### src/hw/rtl/pcdl_pkg.sv
package pcdl_pkg;

    localparam int PIN_DIGITS_DEF    = 4;
    localparam int BUFFER_DIGITS_DEF = 16;
    localparam int MAX_TRIES_DEF     = 3;

    localparam int NUM_USERS    = 3;
    localparam int PIN_TABLE_W  = 48;
    localparam int CARD_W       = 32;
    localparam int TICK_W       = 16;
    localparam int CFG_INDEX_W  = 3;
    localparam int CFG_DATA_W   = 48;
    localparam int COUNT_OUT_W  = 5;

    localparam logic [1:0] OP_KEY  = 2'd0;
    localparam logic [1:0] OP_CARD = 2'd1;
    localparam logic [1:0] OP_TICK = 2'd2;

    localparam logic [3:0] KEY_SUBMIT = 4'd15;

    localparam logic [3:0] ST_NONE     = 4'd0;
    localparam logic [3:0] ST_DIGIT    = 4'd1;
    localparam logic [3:0] ST_WRONG    = 4'd2;
    localparam logic [3:0] ST_SCAN     = 4'd3;
    localparam logic [3:0] ST_TIMEOUT  = 4'd4;
    localparam logic [3:0] ST_BADCARD  = 4'd5;
    localparam logic [3:0] ST_GRANTED  = 4'd6;
    localparam logic [3:0] ST_LOCKED   = 4'd7;
    localparam logic [3:0] ST_RELEASED = 4'd8;
    localparam logic [3:0] ST_CLOSED   = 4'd9;
    localparam logic [3:0] ST_IGNORED  = 4'd10;

    localparam logic [1:0] MODE_PIN  = 2'd0;
    localparam logic [1:0] MODE_CARD = 2'd1;
    localparam logic [1:0] MODE_OPEN = 2'd2;
    localparam logic [1:0] MODE_LOCK = 2'd3;

    localparam logic [CFG_INDEX_W-1:0] CFG_PIN_TABLE  = 3'd0;
    localparam logic [CFG_INDEX_W-1:0] CFG_CARD_USER0 = 3'd1;
    localparam logic [CFG_INDEX_W-1:0] CFG_CARD_USER1 = 3'd2;
    localparam logic [CFG_INDEX_W-1:0] CFG_CARD_USER2 = 3'd3;
    localparam logic [CFG_INDEX_W-1:0] CFG_CARD_WAIT  = 3'd4;
    localparam logic [CFG_INDEX_W-1:0] CFG_OPEN       = 3'd5;
    localparam logic [CFG_INDEX_W-1:0] CFG_RECHECK    = 3'd6;

    localparam logic [TICK_W-1:0] CARD_WAIT_RST = 16'd200;
    localparam logic [TICK_W-1:0] OPEN_RST      = 16'd40;
    localparam logic [TICK_W-1:0] RECHECK_RST   = 16'd100;

    typedef struct packed {
        logic [1:0]        operation;
        logic [3:0]        key_code;
        logic [CARD_W-1:0] card_uid;
        logic              motion;
    } t_in;

    typedef struct packed {
        logic [3:0]             status;
        logic [1:0]             user_index;
        logic [COUNT_OUT_W-1:0] digit_count;
        logic                   door_open;
        logic                   green_light;
        logic                   red_light;
        logic                   alarm;
    } t_out;

    typedef struct packed {
        logic [PIN_TABLE_W-1:0]             pin_table;
        logic [NUM_USERS-1:0][CARD_W-1:0]   card_user;
        logic [TICK_W-1:0]                  card_wait_ticks;
        logic [TICK_W-1:0]                  open_ticks;
        logic [TICK_W-1:0]                  recheck_ticks;
    } t_cfg;

    typedef struct packed {
        logic       hit;
        logic [1:0] user;
    } t_match;

endpackage

### src/hw/rtl/pin_and_card_door_lock.sv
// Path: an accepted request is held in the input register, then its result in the result register.
// Throughput: one request per cycle; the input register and the result
// register each advance whenever the stage after them is free.
// Reset (synchronous, active low): pin entry mode, no digits, lights and alarm
// off, configuration back to its defaults; no result pending.
module pin_and_card_door_lock
    import pcdl_pkg::*;
#(
    parameter int PIN_DIGITS    = PIN_DIGITS_DEF,
    parameter int BUFFER_DIGITS = BUFFER_DIGITS_DEF,
    parameter int MAX_TRIES     = MAX_TRIES_DEF
)
(
    input  logic                   i_clk,
    input  logic                   i_rst_n,
    input  logic                   i_in_valid,
    output logic                   o_in_ready,
    input  t_in                    i_in_data,
    output logic                   o_out_valid,
    input  logic                   i_out_ready,
    output t_out                   o_out_data,
    input  logic                   i_cfg_we,
    input  logic [CFG_INDEX_W-1:0] i_cfg_index,
    input  logic [CFG_DATA_W-1:0]  i_cfg_data
);

    logic r_in_valid;
    t_in  r_in;
    logic r_out_valid;
    t_out r_out;
    logic w_step;
    t_cfg w_cfg;
    t_out w_result;

    pcdl_cfg_regs u_cfg_regs (
        .i_clk       (i_clk),
        .i_rst_n     (i_rst_n),
        .i_cfg_we    (i_cfg_we),
        .i_cfg_index (i_cfg_index),
        .i_cfg_data  (i_cfg_data),
        .o_cfg       (w_cfg)
    );

    pcdl_ctrl #(
        .PIN_DIGITS    (PIN_DIGITS),
        .BUFFER_DIGITS (BUFFER_DIGITS),
        .MAX_TRIES     (MAX_TRIES)
    ) u_ctrl (
        .i_clk    (i_clk),
        .i_rst_n  (i_rst_n),
        .i_step   (w_step),
        .i_item   (r_in),
        .i_cfg    (w_cfg),
        .o_result (w_result)
    );

    assign w_step     = r_in_valid && (!r_out_valid || i_out_ready);
    assign o_in_ready = !r_in_valid || w_step;

    always_ff @(posedge i_clk) begin
        if (!i_rst_n) begin
            r_in_valid  <= 1'b0;
            r_out_valid <= 1'b0;
        end else begin
            if (o_in_ready) begin
                r_in_valid <= i_in_valid;
            end
            if (w_step) begin
                r_out_valid <= 1'b1;
            end else if (i_out_ready) begin
                r_out_valid <= 1'b0;
            end
        end
    end

    always_ff @(posedge i_clk) begin
        if (o_in_ready && i_in_valid) begin
            r_in <= i_in_data;
        end
        if (w_step) begin
            r_out <= w_result;
        end
    end

    assign o_out_valid = r_out_valid;
    assign o_out_data  = r_out;

    a_green_tracks_door: assert property (@(posedge i_clk) disable iff (!i_rst_n)
        r_out_valid |-> (r_out.door_open == r_out.green_light))
        else $error("green light differs from door state");

    a_red_with_alarm: assert property (@(posedge i_clk) disable iff (!i_rst_n)
        r_out_valid |-> (r_out.red_light == r_out.alarm))
        else $error("red light and alarm disagree");

    a_step_fills_out: assert property (@(posedge i_clk) disable iff (!i_rst_n)
        w_step |=> r_out_valid)
        else $error("processed request produced no result");

    a_open_not_locked: assert property (@(posedge i_clk) disable iff (!i_rst_n)
        r_out_valid && r_out.door_open |-> !r_out.red_light)
        else $error("door open during lockout");

endmodule

### src/hw/rtl/pcdl_cfg_regs.sv
module pcdl_cfg_regs
    import pcdl_pkg::*;
(
    input  logic                   i_clk,
    input  logic                   i_rst_n,
    input  logic                   i_cfg_we,
    input  logic [CFG_INDEX_W-1:0] i_cfg_index,
    input  logic [CFG_DATA_W-1:0]  i_cfg_data,
    output t_cfg                   o_cfg
);

    t_cfg r_cfg;

    always_ff @(posedge i_clk) begin
        if (!i_rst_n) begin
            r_cfg.pin_table       <= '0;
            r_cfg.card_user       <= '0;
            r_cfg.card_wait_ticks <= CARD_WAIT_RST;
            r_cfg.open_ticks      <= OPEN_RST;
            r_cfg.recheck_ticks   <= RECHECK_RST;
        end else if (i_cfg_we) begin
            case (i_cfg_index)
                CFG_PIN_TABLE:  r_cfg.pin_table       <= i_cfg_data[PIN_TABLE_W-1:0];
                CFG_CARD_USER0: r_cfg.card_user[0]    <= i_cfg_data[CARD_W-1:0];
                CFG_CARD_USER1: r_cfg.card_user[1]    <= i_cfg_data[CARD_W-1:0];
                CFG_CARD_USER2: r_cfg.card_user[2]    <= i_cfg_data[CARD_W-1:0];
                CFG_CARD_WAIT:  r_cfg.card_wait_ticks <= i_cfg_data[TICK_W-1:0];
                CFG_OPEN:       r_cfg.open_ticks      <= i_cfg_data[TICK_W-1:0];
                CFG_RECHECK:    r_cfg.recheck_ticks   <= i_cfg_data[TICK_W-1:0];
                default: begin
                end
            endcase
        end
    end

    assign o_cfg = r_cfg;

endmodule

### src/hw/rtl/pcdl_pin_match.sv
module pcdl_pin_match
    import pcdl_pkg::*;
#(
    parameter int PIN_DIGITS    = PIN_DIGITS_DEF,
    parameter int BUFFER_DIGITS = BUFFER_DIGITS_DEF,
    localparam int CNT_W        = $clog2(BUFFER_DIGITS + 1),
    localparam int TBL_W        = NUM_USERS * 4 * PIN_DIGITS
)
(
    input  logic [CNT_W-1:0]           i_digits,
    input  logic [PIN_DIGITS-1:0][3:0] i_buffer,
    input  logic [PIN_TABLE_W-1:0]     i_pin_table,
    output t_match                     o_match
);

    logic [TBL_W+PIN_TABLE_W-1:0] w_ext;
    logic [TBL_W-1:0]             w_tbl;
    logic                         w_len_ok;

    assign w_ext    = {{TBL_W{1'b0}}, i_pin_table};
    assign w_tbl    = w_ext[TBL_W-1:0];
    assign w_len_ok = (32'(i_digits) == PIN_DIGITS);

    always_comb begin
        logic ok;
        o_match = '0;
        for (int u = 0; u < NUM_USERS; u++) begin
            ok = w_len_ok;
            for (int i = 0; i < PIN_DIGITS; i++) begin
                if (i_buffer[i] != w_tbl[(u * PIN_DIGITS + i) * 4 +: 4]) begin
                    ok = 1'b0;
                end
            end
            if (ok) begin
                o_match.hit  = 1'b1;
                o_match.user = 2'(u);
            end
        end
    end

endmodule

### src/hw/rtl/pcdl_ctrl.sv
module pcdl_ctrl
    import pcdl_pkg::*;
#(
    parameter int PIN_DIGITS    = PIN_DIGITS_DEF,
    parameter int BUFFER_DIGITS = BUFFER_DIGITS_DEF,
    parameter int MAX_TRIES     = MAX_TRIES_DEF
)
(
    input  logic i_clk,
    input  logic i_rst_n,
    input  logic i_step,
    input  t_in  i_item,
    input  t_cfg i_cfg,
    output t_out o_result
);

    localparam int CNT_W = $clog2(BUFFER_DIGITS + 1);
    localparam int TRY_W = $clog2(MAX_TRIES + 1);
    localparam int IDX_W = (PIN_DIGITS > 1) ? $clog2(PIN_DIGITS) : 1;

    logic [1:0]        r_mode,   n_mode;
    logic [CNT_W-1:0]  r_digits, n_digits;
    logic [TRY_W-1:0]  r_tries,  n_tries;
    logic [1:0]        r_user,   n_user;
    logic [TICK_W-1:0] r_timer,  n_timer;
    logic              r_green,  n_green;
    logic              r_red,    n_red;
    logic              r_alarm,  n_alarm;

    logic [PIN_DIGITS-1:0][3:0] r_buffer;
    logic                       w_buf_we;
    logic [3:0]                 w_status;
    logic [TRY_W-1:0]           w_tries_inc;
    logic [CARD_W-1:0]          w_card;
    t_match                     w_match;

    pcdl_pin_match #(
        .PIN_DIGITS    (PIN_DIGITS),
        .BUFFER_DIGITS (BUFFER_DIGITS)
    ) u_pin_match (
        .i_digits    (r_digits),
        .i_buffer    (r_buffer),
        .i_pin_table (i_cfg.pin_table),
        .o_match     (w_match)
    );

    assign w_tries_inc = r_tries + 1'b1;
    assign w_card      = (r_user < 2'(NUM_USERS)) ? i_cfg.card_user[r_user]
                                                  : i_cfg.card_user[0];

    always_comb begin
        n_mode   = r_mode;
        n_digits = r_digits;
        n_tries  = r_tries;
        n_user   = r_user;
        n_timer  = r_timer;
        n_green  = r_green;
        n_red    = r_red;
        n_alarm  = r_alarm;
        w_buf_we = 1'b0;
        w_status = ST_NONE;
        case (i_item.operation)
            OP_KEY: begin
                if (r_mode != MODE_PIN) begin
                    w_status = ST_IGNORED;
                end else if (i_item.key_code != KEY_SUBMIT) begin
                    if (32'(r_digits) >= BUFFER_DIGITS) begin
                        w_status = ST_IGNORED;
                    end else begin
                        w_buf_we = (32'(r_digits) < PIN_DIGITS);
                        n_digits = r_digits + 1'b1;
                        w_status = ST_DIGIT;
                    end
                end else begin
                    n_digits = '0;
                    if (w_match.hit) begin
                        n_user   = w_match.user;
                        n_mode   = MODE_CARD;
                        n_timer  = i_cfg.card_wait_ticks;
                        w_status = ST_SCAN;
                    end else if (32'(w_tries_inc) >= MAX_TRIES) begin
                        n_tries  = '0;
                        n_mode   = MODE_LOCK;
                        n_red    = 1'b1;
                        n_alarm  = 1'b1;
                        w_status = ST_LOCKED;
                    end else begin
                        n_tries  = w_tries_inc;
                        w_status = ST_WRONG;
                    end
                end
            end
            OP_CARD: begin
                if (r_mode == MODE_CARD) begin
                    n_tries  = '0;
                    n_digits = '0;
                    if (i_item.card_uid == w_card) begin
                        n_mode   = MODE_OPEN;
                        n_timer  = i_cfg.open_ticks;
                        n_green  = 1'b1;
                        w_status = ST_GRANTED;
                    end else begin
                        n_mode   = MODE_PIN;
                        w_status = ST_BADCARD;
                    end
                end else if (r_mode == MODE_LOCK) begin
                    n_mode   = MODE_PIN;
                    n_green  = 1'b0;
                    n_red    = 1'b0;
                    n_alarm  = 1'b0;
                    n_tries  = '0;
                    n_digits = '0;
                    w_status = ST_RELEASED;
                end else begin
                    w_status = ST_IGNORED;
                end
            end
            OP_TICK: begin
                if (r_mode == MODE_CARD) begin
                    if (r_timer > 16'd1) begin
                        n_timer = r_timer - 1'b1;
                    end else begin
                        n_timer  = '0;
                        n_tries  = '0;
                        n_digits = '0;
                        n_mode   = MODE_PIN;
                        w_status = ST_TIMEOUT;
                    end
                end else if (r_mode == MODE_OPEN) begin
                    if (r_timer > 16'd1) begin
                        n_timer = r_timer - 1'b1;
                    end else if (i_item.motion) begin
                        n_timer = i_cfg.recheck_ticks;
                    end else begin
                        n_timer  = '0;
                        n_green  = 1'b0;
                        n_red    = 1'b0;
                        n_alarm  = 1'b0;
                        n_mode   = MODE_PIN;
                        w_status = ST_CLOSED;
                    end
                end
            end
            default: begin
                w_status = ST_IGNORED;
            end
        endcase
    end

    always_ff @(posedge i_clk) begin
        if (!i_rst_n) begin
            r_mode   <= MODE_PIN;
            r_digits <= '0;
            r_tries  <= '0;
            r_user   <= '0;
            r_timer  <= '0;
            r_green  <= 1'b0;
            r_red    <= 1'b0;
            r_alarm  <= 1'b0;
        end else if (i_step) begin
            r_mode   <= n_mode;
            r_digits <= n_digits;
            r_tries  <= n_tries;
            r_user   <= n_user;
            r_timer  <= n_timer;
            r_green  <= n_green;
            r_red    <= n_red;
            r_alarm  <= n_alarm;
        end
    end

    always_ff @(posedge i_clk) begin
        if (i_step && w_buf_we) begin
            r_buffer[r_digits[IDX_W-1:0]] <= i_item.key_code;
        end
    end

    always_comb begin
        o_result             = '0;
        o_result.status      = w_status;
        o_result.user_index  = n_user;
        o_result.digit_count = COUNT_OUT_W'(n_digits);
        o_result.door_open   = (n_mode == MODE_OPEN);
        o_result.green_light = n_green;
        o_result.red_light   = n_red;
        o_result.alarm       = n_alarm;
    end

endmodule
### config.mk
export PLATFORM = sky130hd
export DESIGN_NAME = pin_and_card_door_lock
export DESIGN_NICKNAME = d
export VERILOG_FILES = /design/src/hw/rtl/pcdl_pkg.sv /design/src/hw/rtl/pin_and_card_door_lock.sv /design/src/hw/rtl/pcdl_cfg_regs.sv /design/src/hw/rtl/pcdl_pin_match.sv /design/src/hw/rtl/pcdl_ctrl.sv
export SDC_FILE = /design/constraint.sdc
export NUM_CORES = 1
export LEC_CHECK = 0
export ABC_AREA = 1
export BUFFER_PORTS_ARGS = -buffer_cell sky130_fd_sc_hd__buf_2
export CORE_AREA = 10 10 250 133
export DETAILED_ROUTE_END_ITERATION = 10
export DIE_AREA = 0 0 260 143
export PLACE_DENSITY = 0.77
export SLEW_MARGIN = 20
export SYNTH_ARGS = -nofsm -noshare
export SYNTH_HDL_FRONTEND = slang
export SYNTH_HIERARCHICAL = 1
export SYNTH_SLANG_ARGS = --single-unit
### constraint.sdc
create_clock -name i_clk -period 5.2 [get_ports i_clk]
set_input_delay 1.04 -clock i_clk [delete_from_list [all_inputs] [get_ports i_clk]]
set_output_delay 1.04 -clock i_clk [all_outputs]
set_load 0.01 [all_outputs]
After elaboration in Yosys (flattened, before gate mapping):

Index checks and enable logic that the tools add are counted.

* add/sub/neg operators: 3
* order comparisons: 8
* equal/unequal tests: 37
* mux-type cells: 116
* reductions and logical operators: 22

Operators with widths (count)
* $mux W16: 10
* $bmux W32 S2: 1
* $mux W32: 2
* $mux W2: 26
* $ne A4 B4 Y1: 12
* $pmux W16 S3: 1
* $mux W1: 45
* $mux W4: 10
* $mux W5: 7
* $eq A32 B32 Y1: 1
* $bwmux W16: 1
* $gt A16 B1 Y1 const B: 1
* $reduce_and A8 Y1: 2
* $sub A16 B1 Y16 const B: 1
* $mux W3: 5
* $pmux W5 S3: 1
* $reduce_and A2 Y1: 7
* $pmux W2 S3: 2
* $pmux W4 S3: 1
* $ne A2 B2 Y1 const B: 5
* $eq A3 B3 Y1 const B: 3
* $demux W4 S2: 1
* $eq A2 B2 Y1 const B: 4
* $eq A3 B2 Y1 const B: 2
* other kinds (23): 35

* bits in registers: 294
* bits of input ports: 95
* output and inout bits: 17
* logic and storage cells: 218

Depth between registers and ports, before layout:

* depth in word-level cells: 13
* depth in mapped cells: 20
* depth with buffers taken out: 18

Modules after synthesis:

The synthesis kept the hierarchy.

By module, submodules not included
* pcdl_cfg_regs: times used 1, cells an instance 1101, area each 7611.0 um^2, seq. area each 3843.7 um^2
* pcdl_ctrl: times used 1, cells an instance 893, area each 4862.2 um^2, seq. area each 1081.0 um^2
* pin_and_card_door_lock: times used 1, cells an instance 67, area each 1716.6 um^2, seq. area each 1661.6 um^2
* pcdl_pin_match: times used 1, cells an instance 221, area each 897.1 um^2, seq. area each 0.0 um^2

Least setup slack after synthesis:

No wires, ideal clock.

* path kind: input port to flip-flop
* start: in i_out_ready
* end: reg u_ctrl.r_timer[0]
* library setup time: 0.113 ns
* arrival: 3.329 ns
* data required time: 5.087 ns
* path slack: 1.759 ns
* stages on the path: 8
* path buffers: 1
* cell sequence: inv_1 -> a21oi_1 -> o21ai_0 -> nor4_2 -> nand2_4 -> buf_2 -> nor2_1 -> nor2_1

* longest elaborated chain between the ends: 3

RTL lines
* start, declared: RTL line pin_and_card_door_lock.sv:20 `input logic i_out_ready,`
* $logic_or A1 B1 Y1: RTL line pin_and_card_door_lock.sv:57 `assign w_step = r_in_valid && (!r_out_valid || i_out_ready);`
* $logic_and A1 B1 Y1: RTL line pin_and_card_door_lock.sv:57
* via w_step: RTL line pin_and_card_door_lock.sv:31 `logic w_step;`
* $reduce_and A8 Y1 (no line)
* end signal, assigned: RTL line pcdl_ctrl.sv:165 `r_timer <= n_timer;`
* end, declared: RTL line pcdl_ctrl.sv:25 `logic [TICK_W-1:0] r_timer, n_timer;`

The timed path passes the listed nets, and every way through them passes these cells.
A chain may end at the register's enable or synchronous reset.

Final worst setup path:

* start: reg u_ctrl.r_user[1]
* end: reg u_ctrl.r_timer[7]

* longest elaborated chain between the ends: 6
* elaborated cells on any way between the ends: 7
* classes of those cells: 1 x order compare; 2 x eq/ne; 3 x mux; 1 x reduce/logical

RTL lines
* start, declared: RTL line pcdl_ctrl.sv:24 `logic [1:0] r_user, n_user;`
* start signal, assigned: RTL line pcdl_ctrl.sv:164 `r_user <= n_user;`
* $bmux W32 S2: RTL line pcdl_ctrl.sv:48 `assign w_card = (r_user < 2'(NUM_USERS)) ? i_cfg.card_user[r_user]`
* $mux W32 (implied by the code): RTL line pcdl_ctrl.sv:48
* $mux W32 (*): RTL line pcdl_ctrl.sv:48
* $eq A32 B32 Y1 (*): RTL line pcdl_ctrl.sv:97 `if (i_item.card_uid == w_card) begin`
* $ne A2 B1 Y1 (no line) (*)
* $reduce_and A8 Y1 (no line) (*)

Every way passes the cells marked *; elsewhere a longest branch is shown, timed or not. The select of a mux whose other input is x is not followed.

==> results.sh <==
export IMPL_worstMarginPinSlew_ps=1100
export IMPL_syn_avg_cell_area_sq_um=6.61
export IMPL_clockRootBuffer="clkbuf_16"
export IMPL_final_layout_size_suffix_gt1_frac=0.0886
export IMPL_max_freq_ghz=0.291
export IMPL_diodes=0
export IMPL_ys_seq_area_frac=0.437
export IMPL_drt_iter0_drc=1607
export IMPL_num_fill_cells=2745
export IMPL_track_usage=0.224
export IMPL_critPathLaunchType="flip-flop"
export IMPL_io_buffers=111
export IMPL_cts_tree="yes"
export IMPL_layout_setup_ws_ps=1770
export IMPL_cts_resized=0
export IMPL_powerDensity_nw_per_um2=318
export IMPL_drc=0
export IMPL_leakagePower_nw=7.85
export IMPL_vias=14200
export IMPL_die_y_um=143
export IMPL_layout_common_cells="nand2_1 (746), nor2_1 (501), nand3_1 (233), dfxtp_1 (224), inv_1 (179)"
export IMPL_crit_type="flip-flop to flip-flop"
export IMPL_syn_cell_area_sq_um=15100
export IMPL_max_cap_violations=0
export IMPL_viasPerCell=5.20
export IMPL_period_minus_slack_ps=3430
export IMPL_cts_hold_buf=0
export IMPL_routed_wl_um=42800
export IMPL_rows=44
export IMPL_wl_per_cell_um=15.6
export IMPL_status="complete, no violations"
export IMPL_power_mw=5.31
export IMPL_rsz0062_at_grt="no"
export IMPL_peakVddDrop_v=0.000259
export IMPL_yosys_area_top_type="dfxtp_1"
export IMPL_place_gp_congestion=0.950
export IMPL_synth_area_leaders="dfxtp_1 (30%), nand2_1 (19%), edfxtp_1 (14%)"
export IMPL_yosysWarnings=6
export IMPL_ios=112
export IMPL_area_growth_pct=10.6
export IMPL_insertion_delay_ps=550
export IMPL_slew_viol_final=0
export IMPL_dp_cells=2689
export IMPL_tns_ps=0
export IMPL_hpwl_um=29400
export IMPL_crit_path_cell_trace="inv_2, nand2_4, nand2_4, nand2_1, nand2_1, nand2_1, nand2_1, nand3_1, nor2_1, nand2_1, nor2_1, nand2_1, nand2_2, nand2_4, nand2_1, nand2_1, nor2_1"
export IMPL_cp_max_fo=35
export IMPL_critPathCaptureType="flip-flop"
export IMPL_drtPass1Iterations=6
export IMPL_worstPathRequired_ps=5690
export IMPL_cts_buffers=27
export IMPL_hp_class="flip-flop to flip-flop"
export IMPL_final_period_utilization=0.660
export IMPL_clk_pin_slew_ps=70
export IMPL_synth_cells=2282
export IMPL_place_ws_ps=1930
export IMPL_synth_cell_types=41
export IMPL_grt_pass1_vias=12800
export IMPL_core_area_sq_um=28700
export IMPL_timing_hold_ws_ps=472
export IMPL_finClkSkew_ps=15.7
export IMPL_worst_path_most_repeated_cell="nand2_1"
export IMPL_clkSinkCount=294
export IMPL_layout_nets=2439
export IMPL_clockBufferDepth=3
export IMPL_post_cts_setup_buffers=0
export IMPL_ys_ff_latch=294
export IMPL_synth_top_cell_area_share=0.297
export IMPL_setup_viol=0
export IMPL_gr_total_overflow=0
export IMPL_hold_viol=0
export IMPL_slowest_stage="inv_2"
export IMPL_cts_htree_levels=1
export IMPL_slew_headroom=0.260
export IMPL_layout_commonest_cell="nand2_1"
export IMPL_start_util=0.526
export IMPL_antenna_found_initial=0
export IMPL_dieArea_sq_um=37200
export IMPL_cp_arrival_ps=3920
export IMPL_grt_max_degree=145
export IMPL_die_w_um=260
export IMPL_ant_nets=0
export IMPL_grt_pass1_wl_um=68000
export IMPL_finalNonFillerCells=2739
export IMPL_critPathMaxStageDelay_ps=540
export IMPL_synthesis_nets=2393
final timing paths:
path | slack, ps | to | startpoint | depth (start not counted)
min | 470 | u_cfg_regs/o_cfg[5] | u_cfg_regs/o_cfg[5] | 2
min reg2reg | 470 | u_cfg_regs/o_cfg[5] | u_cfg_regs/o_cfg[5] | 2
max | 1770 | u_ctrl/r_timer[7] | u_ctrl/r_user[1] | 17
max reg2reg | 1770 | u_ctrl/r_timer[7] | u_ctrl/r_user[1] | 17
kinds of logic after synthesis:
group / Yosys count / synth area share
and+or+nand+nor: 1535 / 0.414
AOI/OAI and AO/OA: 107 / 0.0384
DFF: 294 / 0.437
adders and majority gates: 16 / 0.0133
buffers and inverters: 307 / 0.0841
xor gates and xnor gates: 23 / 0.0134
per-stage QoR:
step,utilization,instance area [sq um]
finish,0.582,16700
global route,0.582,16700
CTS,0.581,16700
detailed placement,0.549,15800
global placement,0.549,15800
floorplan,-,15100
sequential cells by signal, indices dropped and copies added (netlist names):
name,cells
o_out_data,15
u_ctrl/r_mode,2
u_ctrl/r_green,1
r_in_valid,1
u_ctrl/r_timer,16
u_ctrl/r_buffer,16
u_ctrl/r_alarm,1
u_ctrl/r_digits,5
u_cfg_regs/o_cfg,192
r_in,39
u_ctrl/r_tries,2
u_ctrl/r_user,2
o_out_valid,1
u_ctrl/r_red,1
cell type report:
type	instances	area, sq um	area share
Tap cell	391	489	0.0293
Inverter	201	754	0.0452
Clock inverter	17	174	0.0104
Timing Repair Buffer	123	677	0.0406
Multi-Input combinational cell	1681	7260	0.435
Sequential cell	294	6590	0.395
Clock buffer	32	736	0.0441
where the power goes:
group          internal, mW  total, mW  switching [mW]
sequential             2.43       2.50          0.0630
clock                  1.17       2.08           0.910
combinational         0.230      0.738           0.508
total                  3.83       5.31            1.48
worst max-delay path, delay by kind of cell, from the launching register on:
| family | cells | cell delay (ps) |
|---|---|---|
| buffers and inverters | 1 | 540 |
| AND/OR/NAND/NOR | 16 | 2490 |
| flip-flops | 1 | 320 |
cells in the mapped netlist (all sizes together):
master / n
nor3: 5
or2: 2
a22oi: 3
a21oi: 51
nand3: 234
nor3b: 1
o22ai: 1
a32o: 1
a221oi: 1
inv: 197
edfxtp: 70
o211ai: 1
buf: 68
nand2: 751
clkinv: 4
nor2: 512
clkbuf: 38
nand3b: 22
nand4: 5
xor2: 10
dfxtp: 224
xnor2: 13
o31ai: 1
a31oi: 5
a31o: 1
ha: 16
o311ai: 1
o21ai: 40
o2111ai: 1
nor4: 3
routing by layer:
metal  track usage  vias up  wire, um
li1              -     7161         -
met1         0.317     6463     19100
met2         0.341      565     18500
met3        0.0552       47      4470
met4        0.0432        0       723
met5             0        -         0
(Power assumes the default switching activity.)
